--- config.mk ---
export PLATFORM = sky130hd
export DESIGN_NAME = fcspq_cell
export DESIGN_NICKNAME = d
export VERILOG_FILES = /design/src/rtl/fcspq_pkg.sv /design/src/rtl/fcspq_cell.sv
export SDC_FILE = /design/constraint.sdc
export NUM_CORES = 1
export LEC_CHECK = 0
export BUFFER_PORTS_ARGS = -buffer_cell sky130_fd_sc_hd__clkbuf_2
export CELL_PAD_IN_SITES_DETAIL_PLACEMENT = 1
export CELL_PAD_IN_SITES_GLOBAL_PLACEMENT = 2
export CORE_MARGIN = 10
export CORE_UTILIZATION = 23
export DETAILED_ROUTE_END_ITERATION = 7
export PLACE_DENSITY = 0.87
export SYNTH_ARGS = -nofsm -noshare
export SYNTH_HDL_FRONTEND = slang
export SYNTH_SLANG_ARGS = --single-unit
--- constraint.sdc ---
create_clock -name i_clk -period 3 [get_ports i_clk]
set_input_delay 0.45 -clock i_clk [delete_from_list [all_inputs] [get_ports i_clk]]
set_output_delay 0.45 -clock i_clk [all_outputs]
set_load 0.02 [all_outputs]
--- src/rtl/fcspq_pkg.sv ---
// ----------------------------------------------------------------------------
// fcspq_pkg
// Shared types, codes and the class function for the four class stable
// priority queue.
// ----------------------------------------------------------------------------
package fcspq_pkg;

    // field widths fixed by the interface
    localparam int TAG_PORT_W = 16;
    localparam int AGE_W      = 7;

    // age threshold after reset
    localparam logic [AGE_W-1:0] THRESH_RESET = 7'd60;

    // action codes
    localparam logic ACT_ENQ = 1'b0;
    localparam logic ACT_DEQ = 1'b1;

    // result status codes
    localparam logic [1:0] STAT_ENQUEUED = 2'd0;
    localparam logic [1:0] STAT_FULL     = 2'd1;
    localparam logic [1:0] STAT_EMPTY    = 2'd2;
    localparam logic [1:0] STAT_SERVED   = 2'd3;

    // class codes, higher code is served first
    localparam logic [1:0] CLASS_PLAIN   = 2'd0;
    localparam logic [1:0] CLASS_ELDER   = 2'd1;
    localparam logic [1:0] CLASS_SICK    = 2'd2;
    localparam logic [1:0] CLASS_ELDSICK = 2'd3;

    typedef enum logic {
        ST_IDLE,
        ST_SWEEP
    } t_state;

    // per-cell control from the sequencer
    typedef struct packed {
        logic shift;   // dequeue: take the right neighbor
        logic load;    // this cell is the tail slot for a new entry
        logic active;  // sweep token sits here: compare with left neighbor
    } t_cell_ctrl;

    // class of one entry against the current threshold
    function automatic logic [1:0] class_of(input logic [AGE_W-1:0] age,
                                            input logic             flag,
                                            input logic [AGE_W-1:0] thresh);
        logic elderly;
        elderly = (age >= thresh);
        if (flag && elderly) begin
            return CLASS_ELDSICK;
        end else if (flag) begin
            return CLASS_SICK;
        end else if (elderly) begin
            return CLASS_ELDER;
        end
        return CLASS_PLAIN;
    endfunction

endpackage

--- src/rtl/fcspq_cell.sv ---
// ----------------------------------------------------------------------------
// fcspq_cell
// One slot of the queue chain: holds an entry, reports its class and trades
// entries with its neighbors on dequeue shifts and sweep swaps.
// ----------------------------------------------------------------------------
module fcspq_cell
    import fcspq_pkg::*;
#(
    parameter int ENTRY_W = 24
) (
    input  logic               i_clk,
    input  t_cell_ctrl         i_ctrl,
    input  logic [AGE_W-1:0]   i_thresh,
    input  logic [ENTRY_W-1:0] i_new,
    input  logic [ENTRY_W-1:0] i_left,
    input  logic [1:0]         i_left_class,
    input  logic [ENTRY_W-1:0] i_right,
    input  logic               i_right_swap,
    output logic [ENTRY_W-1:0] o_entry,
    output logic [1:0]         o_class,
    output logic               o_swap
);

    logic [ENTRY_W-1:0] r_entry;
    logic [ENTRY_W-1:0] n_entry;

    // class of the held entry, layout is {tag, age, flag}
    assign o_class = class_of(r_entry[AGE_W:1], r_entry[0], i_thresh);

    // token cell swaps with its left neighbor when that one ranks strictly lower
    assign o_swap = i_ctrl.active && (i_left_class < o_class);

    // next entry selection
    always_comb begin
        n_entry = r_entry;
        if (i_ctrl.shift) begin
            n_entry = i_right;
        end else if (i_ctrl.load) begin
            n_entry = i_new;
        end else if (o_swap) begin
            n_entry = i_left;
        end else if (i_right_swap) begin
            n_entry = i_right;
        end
    end

    // entry storage, no reset needed
    always_ff @(posedge i_clk) begin
        r_entry <= n_entry;
    end

    assign o_entry = r_entry;

endmodule
==> results.md, run 1 <==
* CP arrival at approximately 2.3 ns
* Fmax achieved at between 300 and 400 MHz
* Setup violations, final at 0
* Fin Setup TNS at 0 ns
* DR WL/cell at ~18 um
* Synthesized flop and latch total at 24
* RSZ-0062 raised after global routing: false
* Starting Density at a little under a quarter
* Share of cells above drive strength 1 at around 47%
* Worst hold path class: input port to flop
* Critical path's top delay family: compound AO/OA/AOI/OAI gates
* Largest register FFs at 24
* Period utilization at between 90% and 100%
* Die area at 11490 um2
* Routed WL at around 6.6 mm
* Total GRT Usage at 11.12%
* Final Worst Setup Slack at roughly 0.26 ns
* Placed inst area at about 2400 um2
* Placed wire-length estimate at between 5 and 6 mm
* Hold Buf Count CTS at 0
* Status: completed
* CP Class: flop to primary output
* Power Dens Cells at about 410 nW/um2
* Worst-Margin Slew at slightly above 0.7 ns
* Largest net degree at the start of global routing at 28
* Vias at 1718
* Cell count after synthesis at 166
* Clk_lat worst skew at roughly 0.26 ns
* Worst setup SP type: flop
* Compound-Gate Fraction of Synth Area at between 15 and 20%
* Pleak at 1.157 nW
* Mapped Area at approximately 1700 um2
* GRT overflow at 0
* Distinct cells, synth at 24
* Yosys top cell area share at between 40% and 50%
* CORE AREA at around 7300 um2
* Place WS at 0.2565 ns
* ANT cells at 0
* Clock buffer depth at 2
* Clk sink count at 24
* Peak VDD IR at between 0.1 and 0.15 mV
* Slowest cell on crit path: o31a_2
* Die Ht at around 110 um
* Mux cell area share after synthesis at approximately an eighth
* Gp weighted congestion at slightly above 0.7
* Simple-gate portion of the synthesized area at between 10% and 20%
* First-pass iteration count of the detailed router at 4
* CTS tree: yes
* Layout area overhead at 40.34%
* Nets at about 370
* Largest family of logic cells by synthesized area: simple AND/OR/NAND/NOR gates
* Adder-cell share of the synthesized area at approximately 5.7%
* Post-CTS Setup Bufs at 0
* Number of synthesized flops with an enable pin at 24
* Critical path fanouts, max at 12
* # port buffers at about 110
* Worst Path Required at between 2 and 3 ns
* Slew Viols, Final at 0
* Detail Route Antenna Nets at 0
* Root Buffer: clkbuf_8
* TritonCTS Buffers at 3
* XOR/XNOR Fraction of Synth Area at 0%
* Synth top area cells: edfxtp_1 (41%), a221o_1 (13%), mux2i_1 (13%)
* Sequential area share after synthesis at 41.20%
* Drt via density at 4.618
* Max-slew headroom at around half
* Synth async-reset ratio at 0%
* DRT iter0 DRCs at 68
* CTS resizes at 0
* Final Power at ~1.0 mW
* First-pass GRT wire length at 10.32 mm
* Clk_skew at 0.006874 ns
* Crit-path max cell delay at ~0.5 ns
* Buf/Inv on CP at 2
* Worst Setup End Kind: primary output
* Antenna violations before repair at 0
* Commonest cells post-synth: edfxtp_1 (24), nand2b_1 (24), a221o_1 (23), mux2i_1 (23), nand2_1 (23)
* Min Tclk post-route at 2.745 ns
* Clk slew on worst S/H paths at around 0.09 ns
* Rows at 31
* Max Cap Viol at 0
* Number of global-route vias before repair at about 1.9k
* Crit path cell chain: ha_1 -> a211oi_1 -> nor2_1 -> o31a_2 -> buf_4 -> clkbuf_2
* Hold Vio Cnt, Final at 0
* I/O pins at approximately 110
* H-tree depth at 1
* Final instance area at 2455 um2
* Die width at 107.2 um
* Residual DRC count at 0
* Area leader, netlist: edfxtp_1
* YS warnings at 0
* Post-synthesis net count at 260
* Top_reg_cell synth: edfxtp_1
* Number of fillers in the final layout at between 800 and 900
* Syn avg cell area at approximately 11 um2
==> layout by cell type (no fill, tap or decap) <==
cell	netlist	routed
a211oi_1	2	2
a211oi_2	1	1
a221o_1	23	23
a22oi_1	1	1
buf_4	1	6
clkbuf_2	0	112
clkbuf_8	0	3
edfxtp_1	24	24
ha_1	8	8
inv_1	10	10
mux2i_1	23	23
nand2_1	23	23
nand2b_1	24	24
nand2b_4	1	1
nand3_1	1	1
nand4_1	1	1
nor2_1	3	2
nor2_2	0	1
nor2b_2	0	1
nor3_1	1	1
o21ai_0	1	1
o311ai_0	1	1
o31a_2	0	1
or3_1	1	1
or4_4	1	1
==> area by class of cell <==
class                      instances  area [um2]  area share [%]
sequential                        24       720.7           29.36
multi-input combinational        118       925.9           37.72
timing repair buffer             118       605.6           24.67
tap                               99       123.9           5.046
clock buffer                       3       41.29           1.682
inverter                          10       37.54           1.529
==> logic make-up (layout without fill, tap and decap cells) <==
logic type	count (synthesis)	after routing
AND/OR/NAND/NOR	57	57
flip-flops	24	24
multiplexers	23	23
adder cells (fa/ha/maj)	8	8
buffers and inverters	24	131
AO/OA/AOI/OAI	30	30
==> path summary, 6_finish.rpt <==
kind                   start           to  slack (ns)  cells after the start
hold / removal     i_new[18]  o_entry[18]        0.48                      2
setup reg to reg  o_entry[5]   o_entry[2]        0.44                      5
hold reg to reg   o_entry[0]  o_entry[13]        1.31                      6
setup / recovery  o_entry[5]       o_swap        0.26                      6
==> worst register-to-register path: stages, from the launching register on <==
cell      delay, ns
edfxtp_1       0.40
ha_1           0.32
a211oi_1       0.28
nor2_1         0.11
o31a_2         0.49
or4_4          0.65
==> report_power, final <==
group	total (mW)	switching, mW	internal (mW)
Sequential	0.439	0.0167	0.423
Clock	0.192	0.102	0.0898
Combinational	0.378	0.212	0.167
==> routing by layer <==
layer	GRT usage (%)	part of all wire (%)
met3	2.575	6.4
met5	0	0
met2	20.29	52
met4	2.901	0.72
met1	12.61	40
==> through the flow <==
stage / hold slack [ns] / cells / utilization [%]
2_1_floorplan: 0.6601 / 166 / -
3_3_place_gp: 0.7519 / 369 / 32.92
3_5_place_dp: 0.7594 / 369 / 32.92
4_1_cts: 0.4808 / 372 / 33.49
5_1_grt: 0.4799 / 372 / 33.49
6_report: 0.4825 / 372 / 33.49
Note: power is estimated with default switching activity, not from simulation.
==> run 2: changes to the inputs <==
- clock period: 3 -> 2.63 ns (I/O delays scaled with it)
==> results.md, run 2 (synthesized netlist as in run 1, its figures left out) <==
* Die Ht at about 110 um
* Status: completed
* Most frequent cells in the layout: clkbuf_2 (112), nand2b_1 (24), edfxtp_1 (24)
* CTS tree: yes
* Number of fillers in the final layout at ~900
* Dpl cells at 372
* RSZ-0062 raised after global routing: false
* Critical path fanouts, max at 11
* Residual DRC count at 0
* TritonCTS Buffers at 3
* Gp weighted congestion at ~0.74
* Hold Vio Cnt, Final at 0
* Clock buffer depth at 2
* CORE AREA at 7331 um2
* Worst hold path class: input port to flop
* Area occupied by multi-input gates at just over 900 um2
* Clk slew on worst S/H paths at ~0.09 ns
* Pleak at 1.179 nW
* Total GRT Usage at between 10% and 20%
* ANT cells at 0
* Buf/Inv on CP at 3
* WHS at ~0.42 ns
* Routed WL at 6.377 mm
* Detail Route Antenna Nets at 0
* Crit path cell chain: inv_1 -> ha_1 -> nand2b_4 -> a211oi_2 -> nor3_1 -> o31a_2 -> buf_6 -> clkbuf_2
* Starting Density at about a quarter
* Worst setup SP type: flop
* Die area at approximately 11000 um2
* Worst Setup End Kind: primary output
* Root Buffer: clkbuf_8
* Antenna violations before repair at 0
* Setup violations, final at 0
* R2r setup slk at around 0.21 ns
* H-tree depth at 1
* Worst Path Required at 2.24 ns
* Clk_lat worst skew at approximately 0.27 ns
* Vias at 1699
* Final Worst Setup Slack at 0.1487 ns
* Final instance area at about 2500 um2
* Hold Buf Count CTS at 0
* Max-slew headroom at about 64%
* Largest register FFs at 24
* I/O pins at ~110
* Share of cells above drive strength 1 at between 40% and 50%
* Critical path's top delay family: compound AO/OA/AOI/OAI gates
* Nets at 373
* Finished Layout Cells at around 380
* Fmax achieved at roughly 400 MHz
* DR WL/cell at between 15 and 20 um
* # port buffers at roughly 110
* Layout area overhead at 42.49%
* Fin Setup TNS at 0 ns
* CP Class: flop to primary output
* Place WS at approximately 0.14 ns
* Rows at 31
* DRT iter0 DRCs at 35
* Peak VDD IR at 0.1538 mV
* Final Util at 34.00%
* Largest net degree at the start of global routing at 25
* Crit-path max cell delay at 0.40 ns
* Period utilization at between 90% and 100%
* Drt via density at roughly 4.5
* Clk sink count at 24
* Die width at ~110 um
* Power Dens Cells at ~470 nW/um2
* CP arrival at between 2 and 2.5 ns
* Register area at 720.7 um2
* GRT overflow at 0
* Number of global-route vias before repair at roughly 1.9k
* Placed inst area at 2436 um2
* First-pass iteration count of the detailed router at 4
* Final Power at approximately 1.2 mW
* Placed wire-length estimate at about 5.3 mm
* Commonest non-fill, non-tap cell in the layout: clkbuf_2
* Worst-Margin Slew at 0.5338 ns
* Min Tclk post-route at roughly 2.5 ns
* Slew Viols, Final at 0
* First-pass GRT wire length at between 9 and 10 mm
* Clk_skew at 0.008363 ns
* Slowest cell on crit path: edfxtp_1
* Max Cap Viol at 0
==> run 2: cell count changes in the layout (fill, tap and decap cells not counted), sizes merged <==
| cell | before | now |
|---|---|---|
| buf | 6 | 10 |
| clkinv | 0 | 1 |
==> run 2: where the power goes <==
group,leakage [nW],switching [mW],internal (mW)
sequential,0.251,0.0200,0.482
clock,0.0231,0.123,0.104
combinational,0.905,0.236,0.196
==> run 2: worst paths after layout <==
| check | cells after the start | start | to |
|---|---|---|---|
| setup / recovery | 8 | o_entry[1] | o_swap |
| hold / removal | 2 | i_new[21] | o_entry[21] |
| setup reg to reg | 7 | o_entry[1] | o_entry[10] |
| hold reg to reg | 6 | o_entry[7] | o_entry[22] |
==> run 2: worst reg2reg max path, stage by stage, from the launching register on <==
cell      delay (ns)
edfxtp_1        0.40
inv_1           0.08
ha_1            0.22
nand2b_4        0.14
a211oi_2        0.21
nor3_1          0.08
o31a_2          0.36
or4_4           0.62
==> run 2: layout make-up <==
| cell class | instances | share of cell area (%) |
|---|---|---|
| multi-input combinational | 118 | 37.15 |
| sequential | 24 | 28.92 |
| timing repair buffer | 122 | 25.65 |
| tap | 99 | 4.970 |
| clock buffer | 3 | 1.657 |
| inverter | 10 | 1.506 |
| clock inverter | 1 | 0.1506 |
==> run 2: per-layer routing <==
layer	GRT usage, %	up-vias	part of all wire, %
li1	-	844	-
met1	11.53	801	41
met2	19.81	52	51
met3	2.874	2	7.4
met4	2.611	0	0.74
met5	0	-	0
==> run 2: timing repair <==
item | CTS | global route
setup buffers | 0 | 1
endpoints found under the setup margin | 0 | 1
gates resized for setup | 0 | 1
==> run 3: changes to the inputs <==
==> constraint.sdc (replaced) <==
create_clock -name i_clk -period 2.63 [get_ports i_clk]
set_input_delay 0.263 -clock i_clk [delete_from_list [all_inputs] [get_ports i_clk]]
set_output_delay 0.263 -clock i_clk [all_outputs]
set_load 0.02 [all_outputs]
==> results.md, run 3 (synthesized netlist as in run 1, its figures left out) <==
* Status: completed
* Fin Setup TNS at 0 ns
* Starting Density at a little under a quarter
* Vias at ~1.7k
* GRT overflow at 0
* Clock power share at approximately a fifth
* Clk_lat worst skew at roughly 0.26 ns
* Place WS at 0.2573 ns
* Clk_skew at 0.005739 ns
* First-pass GRT wire length at 10.30 mm
* Routed WL at between 6 and 7 mm
* Slowest cell on crit path: edfxtp_1
* Share of cells above drive strength 1 at a little under half
* Int Power at around 0.8 mW
* Rows at 31
* Critical path's top delay family: compound AO/OA/AOI/OAI gates
* Switching Fraction at ~33%
* Drt via density at between 4 and 5
* Root Buffer: clkbuf_8
* First-pass iteration count of the detailed router at 4
* CTS tree: yes
* R2R cell count at 9
* Logic gate share of total power at approximately 37%
* Worst hold path class: input port to flop
* Peak VDD IR at 0.1711 mV
* CP Class: flop to primary output
* Number of fillers in the final layout at slightly below 900
* Total GRT Usage at 11.02%
* Max-slew headroom at 58.83%
* Buf/Inv on CP at 3
* Setup violations, final at 0
* Hold Crit Depth at 2
* Final Worst Setup Slack at 0.2172 ns
* Worst Setup End Kind: primary output
* DRT iter0 DRCs at 57
* R2r setup slk at 0.26 ns
* Clk slew on worst S/H paths at ~0.090 ns
* Detail Route Antenna Nets at 0
* Worst-Margin Slew at slightly above 0.6 ns
* Finished Layout Cells at about 380
* Final instance area at 2474 um2
* Clk sink count at 24
* Slew Viols, Final at 0
* Die width at 107.2 um
* Placed inst area at around 2400 um2
* Max Cap Viol at 0
* Die area at ~11000 um2
* Crit-path max cell delay at roughly 0.4 ns
* CORE AREA at 7331 um2
* Final Util at about a third
* Gp weighted congestion at 0.7139
* DR WL/cell at between 15 and 20 um
* Nets at 371
* Hold Buf Count CTS at 0
* Sw power at 0.3790 mW
* WHS at between 0.2 and 0.3 ns
* Antenna violations before repair at 0
* Placed wire-length estimate at ~5.4 mm
* Residual DRC count at 0
* Final Power at around 1.2 mW
* Largest net degree at the start of global routing at 28
* Dpl cells at 371
* Power Dens Cells at around 470 nW/um2
* CP arrival at ~2.2 ns
* Layout area overhead at 41.42%
* Reg-to-Reg End: o_entry[11]
* Most frequent cells in the layout: clkbuf_2 (112), nand2b_1 (24), edfxtp_1 (24)
* Crit Reg-Reg Startpoint: o_entry[1]
* Hold path endpoint: o_entry[14]
* Die Ht at about 110 um
* Commonest non-fill, non-tap cell in the layout: clkbuf_2
* Fmax achieved at between 400 and 500 MHz
* Worst Path Required at ~2.4 ns
* Worst setup SP type: flop
* I/O pins at ~110
* Pleak at around 1.2 nW
* Critical path fanouts, max at 20
* Hold Vio Cnt, Final at 0
* Startpoint of the worst hold path: i_new[14]
* # port buffers at roughly 110
* Number of global-route vias before repair at just over 2k
* Clock buffer depth at 2
* CTS resizes at 0
* Reg power frac at a little over two fifths
* H-tree depth at 1
* Largest register FFs at 24
* Min Tclk post-route at between 2 and 2.5 ns
* RSZ-0062 raised after global routing: false
* TritonCTS Buffers at 3
* Crit path cell chain: inv_1 -> ha_1 -> nand2b_4 -> a211oi_2 -> nor3_1 -> o31a_2 -> buf_4 -> clkbuf_2
* Post-CTS Setup Bufs at 0
* Period utilization at 91.74%
* ANT cells at 0
## run 3: cell types whose count changed in the layout (fill, tap and decap cells not counted)
cell   delta
buf_4     -1
buf_6     -1
## run 3: power groups by stage
stage | registers [mW] | logic, mW | clock network, mW
floorplan | 0.573 | 0.199 | 0
global placement | 0.510 | 0.433 | 0
detailed placement | 0.512 | 0.441 | 0
CTS | 0.504 | 0.442 | 0.231
global route | 0.509 | 0.474 | 0.237
finish | 0.503 | 0.431 | 0.224
## run 3: final cells by class
| class | count | area, um2 | area share (%) |
|---|---|---|---|
| multi-input cells | 118 | 925.9 | 37.43 |
| clock buffers | 3 | 41.29 | 1.669 |
| repair buffers | 120 | 620.6 | 25.09 |
| flip-flops and latches | 24 | 720.7 | 29.14 |
| clock inverters | 1 | 3.754 | 0.1517 |
| well taps | 99 | 123.9 | 5.008 |
| inverters | 10 | 37.54 | 1.517 |
## run 3: routing by layer
layer	vias to the layer above	wire length (um)	global-route usage (%)	part of all wire, %
li1	839	-	-	-
met1	824	2670	11.94	41
met2	56	3435	20.90	53
met3	2	377	2.575	5.8
met4	0	45	2.611	0.69
met5	-	0	0	0
## run 3: worst max path at each step
stage,startpoint,to,slack (ns),depth (start not counted)
finish,o_entry[1],o_swap,0.22,8
global route,o_entry[5],o_swap,0.05,6
CTS,o_entry[1],o_swap,0.18,8
detailed placement,o_entry[1],o_entry[11],0.26,9
global placement,o_entry[1],o_entry[15],0.29,7
floorplan,o_entry[1],o_entry[0],0.03,9
